$ cat config.mk
export PLATFORM = sky130hd
export DESIGN_NAME = fvnh_div
export DESIGN_NICKNAME = d
export VERILOG_FILES = /design/src/fvnh_pkg.sv /design/src/fvnh_div.sv
export SDC_FILE = /design/constraint.sdc
export NUM_CORES = 2
export LEC_CHECK = 0
export ABC_AREA = 1
export BUFFER_PORTS_ARGS = -buffer_cell sky130_fd_sc_hd__buf_4
export CAP_MARGIN = 20
export CORE_MARGIN = 2
export CORE_UTILIZATION = 31
export DETAILED_ROUTE_END_ITERATION = 10
export PLACE_DENSITY_LB_ADDON = 0.3
export SLEW_MARGIN = 20
export SYNTH_ARGS = -nofsm -noshare
export SYNTH_HDL_FRONTEND = slang
export SYNTH_SLANG_ARGS = --single-unit
$ cat constraint.sdc
create_clock -name clk -period 7.4 [get_ports clk]
set_input_delay 1.48 -clock clk [delete_from_list [all_inputs] [get_ports clk]]
set_output_delay 1.48 -clock clk [all_outputs]
set_load 0.03 [all_outputs]
$ cat src/fvnh_pkg.sv
// Shared types, constants and widths for the fractal value-noise height block.
// Depends on nothing; every other file of the block uses it.
package fvnh_pkg;

  localparam int MAX_OCTAVES_DEF = 8;

  localparam logic [31:0] HASH_MUL_X   = 32'd374761393;
  localparam logic [31:0] HASH_MUL_Z   = 32'd668265263;
  localparam logic [31:0] HASH_MUL_MIX = 32'd1274126177;

  localparam logic [31:0] DEF_FREQ = 32'd167772;
  localparam logic [15:0] DEF_PERS = 16'd2048;
  localparam logic [15:0] DEF_LAC  = 16'd8192;
  localparam logic [3:0]  DEF_OCT  = 4'd4;
  localparam logic [23:0] DEF_GAIN = 24'd25600;
  localparam logic [31:0] AMP_ONE  = 32'd65536;

  localparam int COORD_W   = 24;
  localparam int HEIGHT_W  = 25;
  localparam int CFG_IDX_W = 3;
  localparam int CFG_DAT_W = 32;

  // Fixed to cover the largest octave count the block supports (16).
  localparam int TOTAL_W = 36;
  localparam int WGT_W   = 50;
  localparam int SUM_W   = 54;
  localparam int MAG_W   = 54;
  localparam int QUO_W   = 16;

  localparam int LANE_LAT   = 10;
  localparam int DIV_STAGES = QUO_W;

  typedef enum logic [CFG_IDX_W-1:0] {
    REG_SEED = 3'd0,
    REG_FREQ = 3'd1,
    REG_PERS = 3'd2,
    REG_LAC  = 3'd3,
    REG_OCT  = 3'd4,
    REG_GAIN = 3'd5
  } cfg_reg_t;

  typedef struct packed {
    logic               busy;
    logic [23:0]        gain;
    logic [TOTAL_W-1:0] total;
  } cfg_stat_t;

endpackage

$ cat src/fvnh_div.sv
// Pipelined restoring divider, one quotient bit per stage, for the weight
// normalization. Depends on fvnh_pkg.
module fvnh_div (
  input  logic                             clk,
  input  logic                             en,
  input  logic [fvnh_pkg::MAG_W-1:0]       mag,
  input  logic                             neg,
  input  logic [fvnh_pkg::TOTAL_W-1:0]     total,
  output logic [fvnh_pkg::QUO_W-1:0]       quo,
  output logic                             quo_neg
);
  import fvnh_pkg::*;

  logic [MAG_W-1:0] rem_r [DIV_STAGES];
  logic [QUO_W-1:0] q_r   [DIV_STAGES];
  logic             neg_r [DIV_STAGES];

  for (genvar s = 0; s < DIV_STAGES; s++) begin : g_stage
    localparam int B = DIV_STAGES - 1 - s;
    logic [MAG_W-1:0] rem_in, dsh;
    logic [QUO_W-1:0] q_in;
    logic             neg_in;

    if (s == 0) begin : g_first
      assign rem_in = mag;
      assign q_in   = '0;
      assign neg_in = neg;
    end else begin : g_next
      assign rem_in = rem_r[s-1];
      assign q_in   = q_r[s-1];
      assign neg_in = neg_r[s-1];
    end

    assign dsh = MAG_W'(total) << B;

    always_ff @(posedge clk) begin
      if (en) begin
        if (rem_in >= dsh) begin
          rem_r[s] <= rem_in - dsh;
          q_r[s]   <= q_in | (QUO_W'(1) << B);
        end else begin
          rem_r[s] <= rem_in;
          q_r[s]   <= q_in;
        end
        neg_r[s] <= neg_in;
      end
    end
  end

  assign quo     = q_r[DIV_STAGES-1];
  assign quo_neg = neg_r[DIV_STAGES-1];

endmodule

Yosys cells after proc, flatten, opt, wreduce, memory -nomap -nowiden:

Memories as Yosys holds them, arrays and structs flattened.
Index checks and enable logic that the tools add are counted.

* bits in latches: 0
* memories kept: 3
* ROM bits: 0
* bits in registers: 0
* input bits: 93
* memory bits (writable): 1136

Memory list
* rem_r: words 16, bits a word 54, read ports 15, clocked after Yosys merged registers in 0, write ports 16, line fvnh_div.sv:14 `logic [MAG_W-1:0] rem_r [DIV_STAGES];`
* q_r: words 16, bits a word 16, read ports 16, clocked after Yosys merged registers in 0, write ports 16, line fvnh_div.sv:15 `logic [QUO_W-1:0] q_r [DIV_STAGES];`
* neg_r: words 16, bits a word 1, read ports 16, clocked after Yosys merged registers in 0, write ports 16, line fvnh_div.sv:16 `logic neg_r [DIV_STAGES];`

* bitwise gates (word level): 32
* div/mod/pow operators: 0
* mux-type cells: 130
* add/sub/neg operators: 16
* equality and inequality tests: 0
* reduce and logical (&&, ||, !) cells: 0
* multipliers: 0
* magnitude comparators: 16
* shifts and indexed selects: 0

Operators by type and width (number)
* $mux 54: 16
* $mux 16: 16
* $mux 1: 98
* $ge 54x36->1: 1
* $ge 54x37->1: 1
* $ge 54x38->1: 1
* $ge 54x39->1: 1
* $ge 54x40->1: 1
* $ge 54x41->1: 1
* $ge 54x42->1: 1
* $ge 54x43->1: 1
* $ge 54x44->1: 1
* $ge 54x45->1: 1
* $ge 54x46->1: 1
* $ge 54x47->1: 1
* $ge 54x48->1: 1
* $ge 54x49->1: 1
* $ge 54x50->1: 1
* $ge 54x51->1: 1
* $sub 54x36->54: 1
* $sub 54x37->54: 1
* $sub 54x38->54: 1
* $sub 54x39->54: 1
* $sub 54x40->54: 1
* other kinds (12): 43

Longest topological paths before layout:

An unclocked memory read counts as a cell.

* depth in word-level cells: 6
* mapped depth: 19

Least setup slack after synthesis:

Ideal clock, no wire load.

* path type: input to register
* from: input port en
* to: memory q_r[14][4] (netlist: q_r[1][100]), enable pin
* data arrival time: 3.835 ns
* slack: 3.114 ns
* data required time: 6.949 ns
* stages on the path: 3
* cells stage by stage: buf_2 -> clkbuf_1 -> clkbuf_1

RTL lines
* start, declared: line fvnh_div.sv:5 `input logic en,`
* end, declared: line fvnh_div.sv:15

==> impl_metrics.toml <==
[timing]
fin_crit_ns = 4.62
post-route-period-util_pct = 62.4
max_slew_margin_pct = 24.2
hold_viol_final = 0
final_max_slew_viol_count = 0
tightest_slew_ns = 1.13
setup-tns-final_ns = 0
worst_slack_ns = 2.78
fmax_ghz = 0.217
rsz0062_at_grt = "no"
setup_viol = 0
skew_ns = 0.0528

[route]
vias_per_cell = 5.02
ant_nets = 0
vias = 89300
drc = 0
post_drt_wl_per_cell_um = 21.3
drt-initial-drc-count = 9837
routed_wl_mm = 378
dr.pass1.iters = 7

[cells_and_area]
filler_cell_count = 31600
final_cell_mix = "nand2_1 (5,262), inv_1 (2,165), nor2_1 (1,423), nand3_1 (975), edfxtp_1 (962)"
multi_input_area_um2 = 50900
synthToLayoutAreaGrowth_pct = 10.7
final_common_cell = "nand2_1"
nets = 14600
final_cell_area_um2 = 98800
layout-drive-gt1-share_pct = 4.59
seqCellArea_um2 = 28900

[setup_path]
worstSetupPathType = "in -> reg"
start_kind = "input port"
critical-path-slowest-cell = "inv_2"
cpPeakStageDelay_ns = 0.64
critPathCaptureType = "flop"
crit_path_max_fanout = 45
worstPathCellList = "buf_4, inv_2, buf_4, ha_1, nand2_1, nor2_1, nand2_1, nor2_1, nand2_1, nor2_1, nor2_1, clkinv_1, nor2_1, nand2_4, inv_4, nand2_1, nand2_1"
crit_required_ns = 8.01
crit_arrival_ns = 5.22

[synthesis]
synth.distinct_cells = 55
synthXorXnorAreaFrac_pct = 3.52
synthCells = 13700
synth_top_family_by_area = "simple AND/OR/NAND/NOR gates"
async_reset_ff_share_pct = 0
syn_area_per_cell_um2 = 6.51
synth-main-ff-cell = "edfxtp_1"
syn-cell-area_um2 = 89300
synthMuxAreaShare_pct = 0
synth-compound-area-share_pct = 6.72
synth_adder_area_share_pct = 8.41
yosys.area_share.simple_pct = 38.4
synth-seq-area-share_pct = 32.4
synth_nets = 14400
yosys_warnings = 0
synth_edf_count = 962
ys_seq_elements = 962

[die]
start_util_pct = 31.1
die_h_um = 541
die_area_um2 = 292000
die_x_um = 541
coreArea_um2 = 287000
num_rows = 197
num_io_pins = 110

[global_route]
antenna_found_initial = 18
grt_max_degree = 137
grt_pass1_wl_mm = 548
grt_usage_pct = 25.2
first_global_vias = 82100
grt.overflow.total = 0

[clock_network]
cts_sinks = 962
cts_setup_buffers = 0
cts_buffer_depth = 4
cts-root-buf = "clkbuf_16"
htreeDepth = 3
clk_pin_slew_ns = 0.06
post_cts_resized = 0
cts_made_buffers = 124
cts_tree = "yes"
postCtsHoldBufs = 0
clkLatencyLatePin_ns = 0.89

[min_path]
hp-class = "reg -> reg"

[power]
powerDensity_nw_per_um2 = 374
finalPower_uw = 37000
leakagePower_uw = 0.0490
peakVddDrop_uv = 215

[flow_run]
cap_violations = 0

[placement]
port-buffer-count = 109
dpl_cell_area_um2 = 94400
place.gp.congestion = 1.01
dp_hpwl_mm = 309
dp_slack_ns = 1.99

[status]
status = "completed"
cell families (layout without fill, tap and decap cells):
family          after synthesis  in the layout
simple gates               8313           8313
other cells                   0              8
flops                       962            962
buf+inv                    2385           2656
fa+ha+maj                   591            591
xor+xnor                    359            359
compound gates             1108           1108
sequential cells by signal, indices dropped and copies added, names as in the netlist:
name / count
q_r: 136
neg_r: 16
rem_r: 810
report_power, final:
part / internal (uW) / leakage [uW] / total (uW) / switching (uW)
Sequential: 8470 / 0.00928 / 10300 / 1820
Combinational: 6260 / 0.0376 / 20100 / 13800
Clock: 3980 / 0.00211 / 6620 / 2630
critical path, delay by kind of cell:
family,cells,cell delay (ns)
fa+ha+maj,1,0.35
buf+inv,5,1.51
simple gates,11,1.76
cell usage after synthesis (all sizes together), types with 91 or more instances:
master | number | area, um^2
xnor2 | 91 | 797
xor2 | 268 | 2350
nand3b | 122 | 916
edfxtp | 962 | 28900
nor2 | 1484 | 5760
a21oi | 625 | 3150
ha | 576 | 7210
buf | 126 | 988
o21ai | 339 | 1740
nor3 | 141 | 738
nand3 | 990 | 5040
nand4 | 156 | 995
inv | 2230 | 8380
nand2 | 5317 | 20100
path summary, 6_finish.rpt:
kind	from	to	slack [ns]	cells after the start
max	total[16]	rem_r[0][300]$_DFFE_PP_	2.78	17
min	q_r[1][10]$_DFFE_PP_	q_r[1][26]$_DFFE_PP_	0.40	0
max reg2reg	rem_r[1][6]$_DFFE_PP_	rem_r[1][89]$_DFFE_PP_	3.81	16
min reg2reg	q_r[1][10]$_DFFE_PP_	q_r[1][26]$_DFFE_PP_	0.40	0
per-layer routing:
metal | part of all wire [%] | vias up | wire, um | track usage (%)
met5 | 0.011 | - | 41 | 0
li1 | - | 44000 | - | -
met2 | 43 | 3475 | 163000 | 39.1
met4 | 3.9 | 4 | 14700 | 8.75
met1 | 45 | 41300 | 171000 | 35.3
met3 | 7.8 | 554 | 29600 | 3.72
through the flow:
stage	std cells	hold slack, ns	util [%]
5_1_grt	17800	0.413	34.4
6_report	17800	0.401	34.4
3_3_place_gp	17500	0.401	32.9
4_1_cts	17800	0.408	34.4
3_5_place_dp	17500	0.405	32.9
2_1_floorplan	13700	0.400	-
area by class of cell:
class | instances | share of cell area [%]
Antenna cell | 8 | 0.0203
Clock buffer | 136 | 3.23
Clock inverter | 95 | 1.21
Inverter | 2234 | 8.49
Multi-Input combinational cell | 10400 | 51.5
Sequential cell | 962 | 29.2
Tap cell | 3781 | 4.79
Timing Repair Buffer | 191 | 1.51
Note: power is estimated with default switching activity, not from simulation.
