--- config.mk ---
export PLATFORM = sky130hd
export DESIGN_NAME = fvnh_cfg_flat
export DESIGN_NICKNAME = d
export VERILOG_FILES = /design/src/fvnh_pkg.sv /design/src/fvnh_if.sv /design/src/fvnh_cfg.sv /design/src/flat_wrapper.sv
export SDC_FILE = /design/constraint.sdc
export NUM_CORES = 2
export LEC_CHECK = 0
export ABC_AREA = 1
export BUFFER_PORTS_ARGS = -buffer_cell sky130_fd_sc_hd__buf_2
export CORE_UTILIZATION = 45
export CTS_BUF_LIST = sky130_fd_sc_hd__clkbuf_8
export CTS_CLUSTER_DIAMETER = 120
export DETAILED_ROUTE_END_ITERATION = 7
export GPL_TIMING_DRIVEN = 0
export PLACE_DENSITY = 0.72
export SLEW_MARGIN = 20
export SYNTH_ARGS = -nofsm -noshare
export SYNTH_HDL_FRONTEND = slang
export SYNTH_SLANG_ARGS = --single-unit
--- constraint.sdc ---
create_clock -name clk -period 11.53 [get_ports clk]
set_input_delay 1.7295 -clock clk [delete_from_list [all_inputs] [get_ports clk]]
set_output_delay 1.7295 -clock clk [all_outputs]
set_load 0.01 [all_outputs]
--- src/fvnh_pkg.sv ---
// Shared types, constants and widths for the fractal value-noise height block.
// Depends on nothing; every other file of the block uses it.
package fvnh_pkg;

  localparam int MAX_OCTAVES_DEF = 8;

  localparam logic [31:0] HASH_MUL_X   = 32'd374761393;
  localparam logic [31:0] HASH_MUL_Z   = 32'd668265263;
  localparam logic [31:0] HASH_MUL_MIX = 32'd1274126177;

  localparam logic [31:0] DEF_FREQ = 32'd167772;
  localparam logic [15:0] DEF_PERS = 16'd2048;
  localparam logic [15:0] DEF_LAC  = 16'd8192;
  localparam logic [3:0]  DEF_OCT  = 4'd4;
  localparam logic [23:0] DEF_GAIN = 24'd25600;
  localparam logic [31:0] AMP_ONE  = 32'd65536;

  localparam int COORD_W   = 24;
  localparam int HEIGHT_W  = 25;
  localparam int CFG_IDX_W = 3;
  localparam int CFG_DAT_W = 32;

  // Fixed to cover the largest octave count the block supports (16).
  localparam int TOTAL_W = 36;
  localparam int WGT_W   = 50;
  localparam int SUM_W   = 54;
  localparam int MAG_W   = 54;
  localparam int QUO_W   = 16;

  localparam int LANE_LAT   = 10;
  localparam int DIV_STAGES = QUO_W;

  typedef enum logic [CFG_IDX_W-1:0] {
    REG_SEED = 3'd0,
    REG_FREQ = 3'd1,
    REG_PERS = 3'd2,
    REG_LAC  = 3'd3,
    REG_OCT  = 3'd4,
    REG_GAIN = 3'd5
  } cfg_reg_t;

  typedef struct packed {
    logic               busy;
    logic [23:0]        gain;
    logic [TOTAL_W-1:0] total;
  } cfg_stat_t;

endpackage

--- src/fvnh_if.sv ---


interface fvnh_cfg_if;
  logic                                 valid;
  logic                                 ready;
  logic [fvnh_pkg::CFG_IDX_W-1:0]       index;
  logic [fvnh_pkg::CFG_DAT_W-1:0]       data;
  modport source (output valid, output index, output data, input ready);
  modport sink (input valid, input index, input data, output ready);
endinterface

--- src/fvnh_cfg.sv ---
// Configuration registers and the octave table sequencer.
// Depends on fvnh_pkg and the fvnh_cfg_if interface.
module fvnh_cfg #(
  parameter int MaxOctaves = fvnh_pkg::MAX_OCTAVES_DEF
) (
  input  logic                  clk,
  input  logic                  rst_n,
  fvnh_cfg_if.sink              cfg,
  output logic [31:0]           freq_tab [MaxOctaves],
  output logic [31:0]           amp_tab  [MaxOctaves],
  output logic [31:0]           seed_tab [MaxOctaves],
  output fvnh_pkg::cfg_stat_t   stat
);
  import fvnh_pkg::*;

  localparam int KW = (MaxOctaves > 1) ? $clog2(MaxOctaves) : 1;
  localparam logic [KW-1:0] K_LAST = KW'(MaxOctaves - 1);
  localparam logic [4:0] N_MAX = 5'(MaxOctaves);

  logic [31:0] seed_r, freq_r, cur_freq_r, cur_amp_r;
  logic [15:0] pers_r, lac_r;
  logic [3:0]  oct_r;
  logic [23:0] gain_r;
  logic        start_r, busy_r;
  logic [KW-1:0] k_r;
  logic [TOTAL_W-1:0] total_r;

  logic [31:0] freq_eff;
  logic [15:0] pers_eff, lac_eff;
  logic [4:0]  n_eff;
  logic [23:0] gain_eff;
  logic [47:0] fprod, aprod;
  logic [31:0] freq_nxt, amp_nxt, amp_use;
  logic        wr;

  assign wr  = cfg.valid && cfg.ready;
  assign cfg.ready = 1'b1;

  always_comb begin
    freq_eff = (freq_r != '0) ? freq_r : DEF_FREQ;
    pers_eff = (pers_r != '0) ? pers_r : DEF_PERS;
    lac_eff  = (lac_r  != '0) ? lac_r  : DEF_LAC;
    gain_eff = (gain_r != '0) ? gain_r : DEF_GAIN;
    n_eff    = (oct_r  != '0) ? {1'b0, oct_r} : {1'b0, DEF_OCT};
    if (n_eff > N_MAX) begin
      n_eff = N_MAX;
    end
    fprod    = {16'b0, cur_freq_r} * {32'b0, lac_eff};
    aprod    = {16'b0, cur_amp_r} * {32'b0, pers_eff};
    freq_nxt = (fprod[47:44] != '0) ? 32'hFFFF_FFFF : fprod[43:12];
    amp_nxt  = (aprod[47:44] != '0) ? 32'hFFFF_FFFF : aprod[43:12];
    amp_use  = (5'(k_r) < n_eff) ? cur_amp_r : '0;
  end

  always_ff @(posedge clk) begin
    if (!rst_n) begin
      seed_r  <= '0;
      freq_r  <= DEF_FREQ;
      pers_r  <= DEF_PERS;
      lac_r   <= DEF_LAC;
      oct_r   <= DEF_OCT;
      gain_r  <= DEF_GAIN;
      start_r <= 1'b1;
      busy_r  <= 1'b1;
      k_r     <= '0;
      total_r <= '0;
    end else if (wr) begin
      case (cfg.index)
        REG_SEED: seed_r <= cfg.data;
        REG_FREQ: freq_r <= cfg.data;
        REG_PERS: pers_r <= cfg.data[15:0];
        REG_LAC:  lac_r  <= cfg.data[15:0];
        REG_OCT:  oct_r  <= cfg.data[3:0];
        REG_GAIN: gain_r <= cfg.data[23:0];
        default: ;
      endcase
      start_r <= 1'b1;
      busy_r  <= 1'b1;
    end else if (start_r) begin
      start_r <= 1'b0;
      k_r     <= '0;
      total_r <= '0;
    end else if (busy_r) begin
      total_r <= total_r + TOTAL_W'(amp_use);
      k_r     <= k_r + 1'b1;
      if (k_r == K_LAST) begin
        busy_r <= 1'b0;
      end
    end
  end

  always_ff @(posedge clk) begin
    if (start_r) begin
      cur_freq_r <= freq_eff;
      cur_amp_r  <= AMP_ONE;
    end else if (busy_r) begin
      freq_tab[k_r] <= cur_freq_r;
      amp_tab[k_r]  <= amp_use;
      seed_tab[k_r] <= seed_r + 32'(k_r);
      cur_freq_r    <= freq_nxt;
      cur_amp_r     <= amp_nxt;
    end
  end

  assign stat.busy  = busy_r || start_r;
  assign stat.gain  = gain_eff;
  assign stat.total = total_r;

endmodule

--- src/flat_wrapper.sv ---
// flat-port wrapper written by rule: the top's interface ports become plain ports
module fvnh_cfg_flat import fvnh_pkg::*;
#(
  parameter int MaxOctaves = fvnh_pkg::MAX_OCTAVES_DEF
)
  (clk, rst_n, freq_tab, amp_tab, seed_tab, stat, cfg_valid, cfg_index, cfg_data, cfg_ready);
  fvnh_cfg_if cfg_i ();
  input  logic clk;
  input  logic rst_n;
  output logic [31:0] freq_tab[MaxOctaves];
  output logic [31:0] amp_tab[MaxOctaves];
  output logic [31:0] seed_tab[MaxOctaves];
  output fvnh_pkg::cfg_stat_t stat;
  input wire logic [$bits(cfg_i.valid)-1:0] cfg_valid;
  input wire logic [$bits(cfg_i.index)-1:0] cfg_index;
  input wire logic [$bits(cfg_i.data)-1:0] cfg_data;
  output wire logic [$bits(cfg_i.ready)-1:0] cfg_ready;
  assign cfg_i.valid = cfg_valid;
  assign cfg_i.index = cfg_index;
  assign cfg_i.data = cfg_data;
  assign cfg_ready = cfg_i.ready;
  fvnh_cfg #(.MaxOctaves(MaxOctaves)) u_core (.clk(clk), .rst_n(rst_n), .cfg(cfg_i), .freq_tab(freq_tab), .amp_tab(amp_tab), .seed_tab(seed_tab), .stat(stat));
endmodule
# Yosys cells after proc, flatten, opt, wreduce, memory -nomap -nowiden
# Index checks and enable logic that the tools add are counted.
[word_totals]
inputBits = 38
wordCells = 98
ff_bits = 997
output_inout_bits = 830
[classes]
mul = 2
n_bitwise = 4
add_sub_neg = 3
mux = 23
reduce_logical = 20
n_eq_ne = 6
order_cmp = 4
[ops]
columns = ["operator", "count"]
rows = [
  ["256-bit bitwise mux", 3],
  ["32-bit 2-to-1 mux", 7],
  ["32-bit demux with 3-bit select", 1],
  ["32-bit by 16-bit multiplier with 48-bit output", 2],
  ["36-bit 2-to-1 mux", 2],
  ["36-bit by 32-bit adder with 36-bit output", 1],
  ["32-bit by 3-bit adder with 32-bit output", 1],
  ["16-bit 2-to-1 mux", 2],
  ["16-bit nonzero test", 2],
  ["32-bit nonzero test", 1],
  ["24-bit 2-to-1 mux", 1],
  ["24-bit nonzero test", 1],
  ["2-bit AND reduction", 8],
  ["4-bit nonzero test", 3],
  ["3-bit == test, second input constant", 3],
  ["4-bit 2-to-1 mux", 2],
  ["3-bit by 2-bit == test with 1-bit output, second input constant", 2],
  ["3-bit 2-to-1 mux", 2],
  ["5-bit by 4-bit > comparator with 1-bit output, second input constant", 1],
  ["3-bit by 5-bit < comparator with 1-bit output", 1],
  ["4-bit greater-or-equal comparator, second input constant", 1],
  ["4-bit by 1-bit < comparator with 1-bit output, second input constant", 1],
  ["3-bit NOT with 4-bit output", 1],
  ["3-bit by 1-bit adder with 3-bit output, second input constant", 1],
  ["8 further kinds", 12],
]

# Logic depth before layout (Yosys ltp)
[logic_depth]
ltp_word = 9
mapped_depth = 37

# Worst setup path after synthesis
# Ideal clock, no wire load.
[synth_timing]
kind = "flip-flop to flip-flop"
startpoint = "register u_core.lac_r[7]"
endpoint = "register u_core.cur_freq_r[10], data pin"
t_required_ns = 11.280
synth_period_minus_slack_ns = 6.205
setup_slack_ns = 5.325
stages_incl_launch_ff = 32
setup_time_ns = 0.250
t_arrival_ns = 5.956
cell_sequence = "dfxtp_1 -> clkbuf_1 -> nor4_1 -> nand4_1 -> nand2_1 -> inv_2 -> clkbuf_1 -> nor2_1 -> fa_1 -> inv_1 -> fa_1 -> inv_1 -> fa_1 -> fa_1 -> fa_1 -> inv_1 -> fa_1 -> inv_1 -> ha_1 -> a21oi_1 -> nor2_1 -> nor2_1 -> nand2_1 -> a21oi_1 -> nand3_1 -> nand2_1 -> nand3_1 -> nor2_4 -> buf_4 -> nand2_1 -> nand2_1 -> inv_1"
[synth_via]
elab_chain_len = 7
[synth_rtl]
columns = ["item", "line_no", "source"]
rows = [
  ["from (decl)", "fvnh_cfg.sv:21", "logic [15:0] pers_r, lac_r;"],
  ["from (signal assigned)", "fvnh_cfg.sv:72", "REG_LAC: lac_r <= cfg.data[15:0];"],
  ["16-bit nonzero test", "fvnh_cfg.sv:42", "lac_eff = (lac_r != '0) ? lac_r : DEF_LAC;"],
  ["16-bit 2-to-1 mux (*)", "fvnh_cfg.sv:42", ""],
  ["32-bit by 16-bit multiplier with 48-bit output (*)", "fvnh_cfg.sv:48", "fprod = {16'b0, cur_freq_r} * {32'b0, lac_eff};"],
  ["4-bit nonzero test", "fvnh_cfg.sv:50", "freq_nxt = (fprod[47:44] != '0) ? 32'hFFFF_FFFF : fprod[43:12];"],
  ["32-bit 2-to-1 mux (*)", "fvnh_cfg.sv:50", ""],
  ["32-bit 2-to-1 mux (*)", "fvnh_cfg.sv:96", "end else if (busy_r) begin"],
  ["32-bit 2-to-1 mux (*)", "fvnh_cfg.sv:93", "if (start_r) begin"],
  ["to (signal assigned)", "fvnh_cfg.sv:94", "cur_freq_r <= freq_eff;"],
  ["to (signal assigned)", "fvnh_cfg.sv:100", "cur_freq_r <= freq_nxt;"],
  ["to (decl)", "fvnh_cfg.sv:20", "logic [31:0] seed_r, freq_r, cur_freq_r, cur_amp_r;"],
]
# Mark *: on every way between the ends. The rest lies on a longest branch, timed or not. The select of a mux whose other input is x is not followed.
# A chain may end at the register's enable or synchronous reset.

# Worst setup path after layout
[layout_timing]
startpoint = "register u_core.lac_r[7]"
endpoint = "register u_core.cur_freq_r[16], data pin"
# The elaborated chain is that of the path after synthesis.

==> impl_summary.log <==
INFO  metric floorplan.die_area = ~160000 sq um
INFO  metric seq_area = about 28000 sq um
INFO  metric wl_per_cell = between 20 and 25 um
INFO  metric netlist-cell-type-count = between 40 and 50
INFO  metric fin_tns_setup = 0 ps
INFO  metric floorplan.die.width = just under 400 um
INFO  metric clk_latency = between 1000 and 1500 ps
INFO  metric initial_core_util = 0.455
INFO  metric synth_xor_xnor_area_share = 0.0107
INFO  metric grt_first_pass_wirelength = 367000 um
INFO  metric buffer_levels_on_the_longest_clock_path = 3
INFO  metric synth-edff-count = 800
INFO  metric criticalPathCategory = reg2reg
INFO  metric yosysWarnings = 0
INFO  metric post_cts_hold_buffer_count = 0
INFO  metric clk_root_buffer_cell = sky130_fd_sc_hd__clkbuf_8
INFO  metric die_y = approximately 390 um
INFO  metric p_sw_frac = 0.359
INFO  metric syn-cell-area = between 60000 and 70000 sq um
INFO  metric holdCritPathClass = reg2reg
INFO  metric cts_buffers = 162
INFO  metric grt_usage = 0.327
INFO  metric max_clock_freq = 115 MHz
INFO  metric comb_power_share = 0.263
INFO  metric rows = about 140
INFO  metric cts_resized = 0
INFO  metric cts_setup_buffers = 0
INFO  metric clockPowerShare = 0.316
INFO  metric post-synth-top-area-cell = sky130_fd_sc_hd__edfxtp_1
INFO  metric synth.ff_latch_count = 997
INFO  metric cp.required = between 10000 and 15000 ps
INFO  metric post-synth-top-area-fraction = 0.347
INFO  metric p_per_area = ~120 nW/um^2
INFO  metric synth.yosys.seq_area_share = 0.404
INFO  metric maxCapViolations = 0
INFO  metric synth_compound_area_frac = 0.0394
INFO  metric tightestPinTransition = about 1300 ps
INFO  metric timing.critical_path.from_type = register
INFO  metric timing.final.crit_share = 0.757
INFO  metric first_global_vias = 54404
INFO  metric synth_simple_gate_area_frac = 0.148
INFO  metric tritoncts_num_sinks = around 1000
INFO  metric fraction_of_layout_instances_using_a_drive_strength_above_1 = 0.150
INFO  metric num_io_pins = slightly below 900
INFO  metric timing.critical_path.slowest_cell_delay = slightly below 800 ps
INFO  metric final_area = roughly 81000 sq um
INFO  metric drt_iter0_markers = between 5000 and 6000
INFO  metric synth_top_family_by_area = adder cells
INFO  metric yosys-top-cells-area = sky130_fd_sc_hd__edfxtp_1 35%, sky130_fd_sc_hd__fa_1 24%, sky130_fd_sc_hd__nand2_1 9.9%, sky130_fd_sc_hd__inv_1 8.8%, sky130_fd_sc_hd__dfxtp_1 5.7%
INFO  metric most_common_cell_type_on_the_critical_path = sky130_fd_sc_hd__nand2_1
INFO  metric port-buffer-count = between 800 and 900
INFO  metric drv_slew = 0
INFO  metric combined_area_of_the_multi_input_logic_cells = 34400 sq um
INFO  metric path_clk_slew = around 60 ps
INFO  metric vdd.ir_drop.worst = roughly 100 uV
INFO  metric fill_count = about 14000
INFO  metric core = approximately 150000 sq um
INFO  metric netlist_instances = roughly 7200
INFO  metric run_status = finished, final reports clean
INFO  metric hold_viol = 0
INFO  metric report.final.setup_viol = 0
INFO  metric rsz_0062_raised_after_global_routing = no
INFO  metric p_seq_frac = 0.421
INFO  metric finalNetCount = 9487
INFO  metric drc = 0
INFO  metric finClkSkew = between 90 and 100 ps
INFO  metric p_leak = around 39 nW
INFO  metric via_count = around 55000
INFO  metric vias_per_cell = between 5 and 6
INFO  metric antenna_found_initial = 35
INFO  metric async_set_or_reset_flop_fraction_in_the_synthesized_netlist = 0
INFO  metric antenna_left = 0
INFO  metric synth.mux.area_fraction = 0
INFO  metric synthToLayoutAreaGrowth = 17.5%
INFO  metric worstSetupEndpointType = register
INFO  metric drt_first_pass_iters = 6
INFO  metric cts_max_level = 4
INFO  metric synth.avg_cell_area = 9.57 sq um
INFO  metric post-route-min-period = slightly below 9000 ps
INFO  metric slowest_cell_on_crit_path = sky130_fd_sc_hd__clkbuf_1
INFO  metric largest_net_degree_at_the_start_of_global_routing = 25
INFO  metric main_synth_ff_type = sky130_fd_sc_hd__edfxtp_1
INFO  metric grt_remaining_overflow = 0
INFO  metric netSwitchingPower = roughly 0.0035 W
INFO  metric mappedNetlistNets = approximately 8400
INFO  metric gpl.final_weighted_congestion = between 1 and 1.5
INFO  metric max-slew-margin-rel = 0.130
INFO  metric place_hpwl = approximately 210000 um
INFO  metric route.final.wire_length = ~260000 um
INFO  metric critPathMaxFanout = 10
INFO  metric cp.arrival = 9360 ps
INFO  metric dpl_cell_area = around 80000 sq um
INFO  metric internal_power = ~0.0063 W
INFO  metric synth_adder_area_share = 0.291
INFO  metric tritoncts = built
## cells by family (layout without fill, tap and decap cells)
family	count (synthesis)	count (layout)
AND/OR/NAND/NOR	2578	2578
XOR/XNOR	85	85
buffers and inverters	1976	3201
AO/OA/AOI/OAI	498	498
flip-flops	997	997
other	1	14
adder cells (fa/ha/maj)	1109	1109
## per-stage QoR
stage | hold WS [ps] | total power (W) | utilization | worst slack (ps) | instances
floorplan | 446 | 0.00575 | - | 5320 | 7244
global placement | 471 | 0.00674 | 0.500 | 555 | 10139
detailed placement | 481 | 0.00677 | 0.512 | 2950 | 10206
CTS | 491 | 0.00986 | 0.534 | 2910 | 10499
global route | 519 | 0.0103 | 0.534 | 2610 | 10501
finish | 493 | 0.00988 | 0.534 | 2800 | 10512
## path summary, 6_finish.rpt
| kind | start | slack [ps] | depth (start not counted) | to |
|---|---|---|---|---|
| min reg2reg | u_core.total_r[14] | 490 | 2 | u_core.total_r[14] |
| min | u_core.total_r[14] | 490 | 2 | u_core.total_r[14] |
| max reg2reg | u_core.lac_r[7] | 2800 | 33 | u_core.cur_freq_r[16] |
| max | u_core.lac_r[7] | 2800 | 33 | u_core.cur_freq_r[16] |
## critical path, delay by kind of cell (launching register included)
family / cells / cell delay [ps]
AOI/OAI and AO/OA: 3 / 650
adders and majority gates: 7 / 3370
buffers and inverters: 8 / 2100
DFF: 1 / 300
and+or+nand+nor: 15 / 1950
## sequential cells by signal, summed over array words and instances (netlist names), 16 cells and up
name / count
u_core.amp_tab: 256
u_core.cur_amp_r: 32
u_core.cur_freq_r: 32
u_core.freq_r: 32
u_core.freq_tab: 256
u_core.gain_r: 24
u_core.lac_r: 16
u_core.pers_r: 16
u_core.seed_r: 32
u_core.seed_tab: 256
u_core.total_r: 36
## synth_stat cells (4+ instances only)
library cell and number:
sky130_fd_sc_hd__nor2_2 10, sky130_fd_sc_hd__o21a_1 7, sky130_fd_sc_hd__inv_1 1619, sky130_fd_sc_hd__edfxtp_1 800, sky130_fd_sc_hd__inv_2 19, sky130_fd_sc_hd__nand2_2 5
sky130_fd_sc_hd__clkbuf_1 320, sky130_fd_sc_hd__a21o_1 12, sky130_fd_sc_hd__nand3_1 113, sky130_fd_sc_hd__nor3_1 24, sky130_fd_sc_hd__o21bai_1 26, sky130_fd_sc_hd__a21boi_0 18
sky130_fd_sc_hd__o211ai_1 16, sky130_fd_sc_hd__nor4_1 33, sky130_fd_sc_hd__nor3_2 8, sky130_fd_sc_hd__buf_6 5, sky130_fd_sc_hd__o21ai_0 185, sky130_fd_sc_hd__a21boi_1 4
sky130_fd_sc_hd__nand4_1 29, sky130_fd_sc_hd__nor2_1 492, sky130_fd_sc_hd__a21oi_1 211, sky130_fd_sc_hd__nand3b_1 15, sky130_fd_sc_hd__buf_4 4, sky130_fd_sc_hd__xor2_1 41
sky130_fd_sc_hd__a31oi_1 12, sky130_fd_sc_hd__fa_1 836, sky130_fd_sc_hd__dfxtp_1 197, sky130_fd_sc_hd__nand2_1 1835, sky130_fd_sc_hd__xnor2_1 44, sky130_fd_sc_hd__ha_1 273
## layout make-up
class | count | share of cell area
Buffer | 335 | 0.0161
Tap cell | 2030 | 0.0312
Antenna cell | 13 | 0.000400
Timing Repair Buffer | 932 | 0.0705
Multi-Input combinational cell | 4271 | 0.422
Clock inverter | 125 | 0.0120
Clock buffer | 168 | 0.0284
Inverter | 1641 | 0.0757
Sequential cell | 997 | 0.344
## per-layer routing
layer / routed length (um) / vias to the layer above / track usage
met2: 113000 / 3182 / 0.498
met3: 33600 / 642 / 0.116
li1: - / 24120 / -
met4: 14200 / 20 / 0.165
met5: 141 / - / 0
met1: 94800 / 27264 / 0.410
## power groups by stage
stage               combinational, W  sequential, W  clock, W
floorplan                    0.00159        0.00416         0
global placement             0.00251        0.00423         0
detailed placement           0.00254        0.00423         0
CTS                          0.00256        0.00415   0.00314
global route                 0.00282        0.00416   0.00328
finish                       0.00260        0.00416   0.00312
## layout by cell type (no fill, tap or decap), types with 9 or more instances in the layout
| master | instances |
|---|---|
| sky130_fd_sc_hd__a21boi_0 | 18 |
| sky130_fd_sc_hd__a21o_1 | 12 |
| sky130_fd_sc_hd__a21oi_1 | 211 |
| sky130_fd_sc_hd__a31oi_1 | 12 |
| sky130_fd_sc_hd__buf_12 | 23 |
| sky130_fd_sc_hd__buf_16 | 25 |
| sky130_fd_sc_hd__buf_2 | 867 |
| sky130_fd_sc_hd__buf_6 | 12 |
| sky130_fd_sc_hd__buf_8 | 12 |
| sky130_fd_sc_hd__clkbuf_1 | 320 |
| sky130_fd_sc_hd__clkbuf_8 | 168 |
| sky130_fd_sc_hd__clkinv_1 | 29 |
| sky130_fd_sc_hd__clkinv_16 | 9 |
| sky130_fd_sc_hd__clkinv_2 | 20 |
| sky130_fd_sc_hd__dfxtp_1 | 197 |
| sky130_fd_sc_hd__diode_2 | 13 |
| sky130_fd_sc_hd__edfxtp_1 | 800 |
| sky130_fd_sc_hd__fa_1 | 836 |
| sky130_fd_sc_hd__ha_1 | 273 |
| sky130_fd_sc_hd__inv_1 | 1664 |
| sky130_fd_sc_hd__inv_2 | 20 |
| sky130_fd_sc_hd__nand2_1 | 1835 |
| sky130_fd_sc_hd__nand3_1 | 113 |
| sky130_fd_sc_hd__nand3b_1 | 15 |
| sky130_fd_sc_hd__nand4_1 | 29 |
| sky130_fd_sc_hd__nor2_1 | 467 |
| sky130_fd_sc_hd__nor2_2 | 26 |
| sky130_fd_sc_hd__nor2_4 | 10 |
| sky130_fd_sc_hd__nor3_1 | 24 |
| sky130_fd_sc_hd__nor4_1 | 33 |
| sky130_fd_sc_hd__o211ai_1 | 16 |
| sky130_fd_sc_hd__o21ai_0 | 185 |
| sky130_fd_sc_hd__o21bai_1 | 26 |
| sky130_fd_sc_hd__xnor2_1 | 39 |
| sky130_fd_sc_hd__xor2_1 | 18 |
| sky130_fd_sc_hd__xor2_4 | 18 |
(Power assumes the default switching activity.)
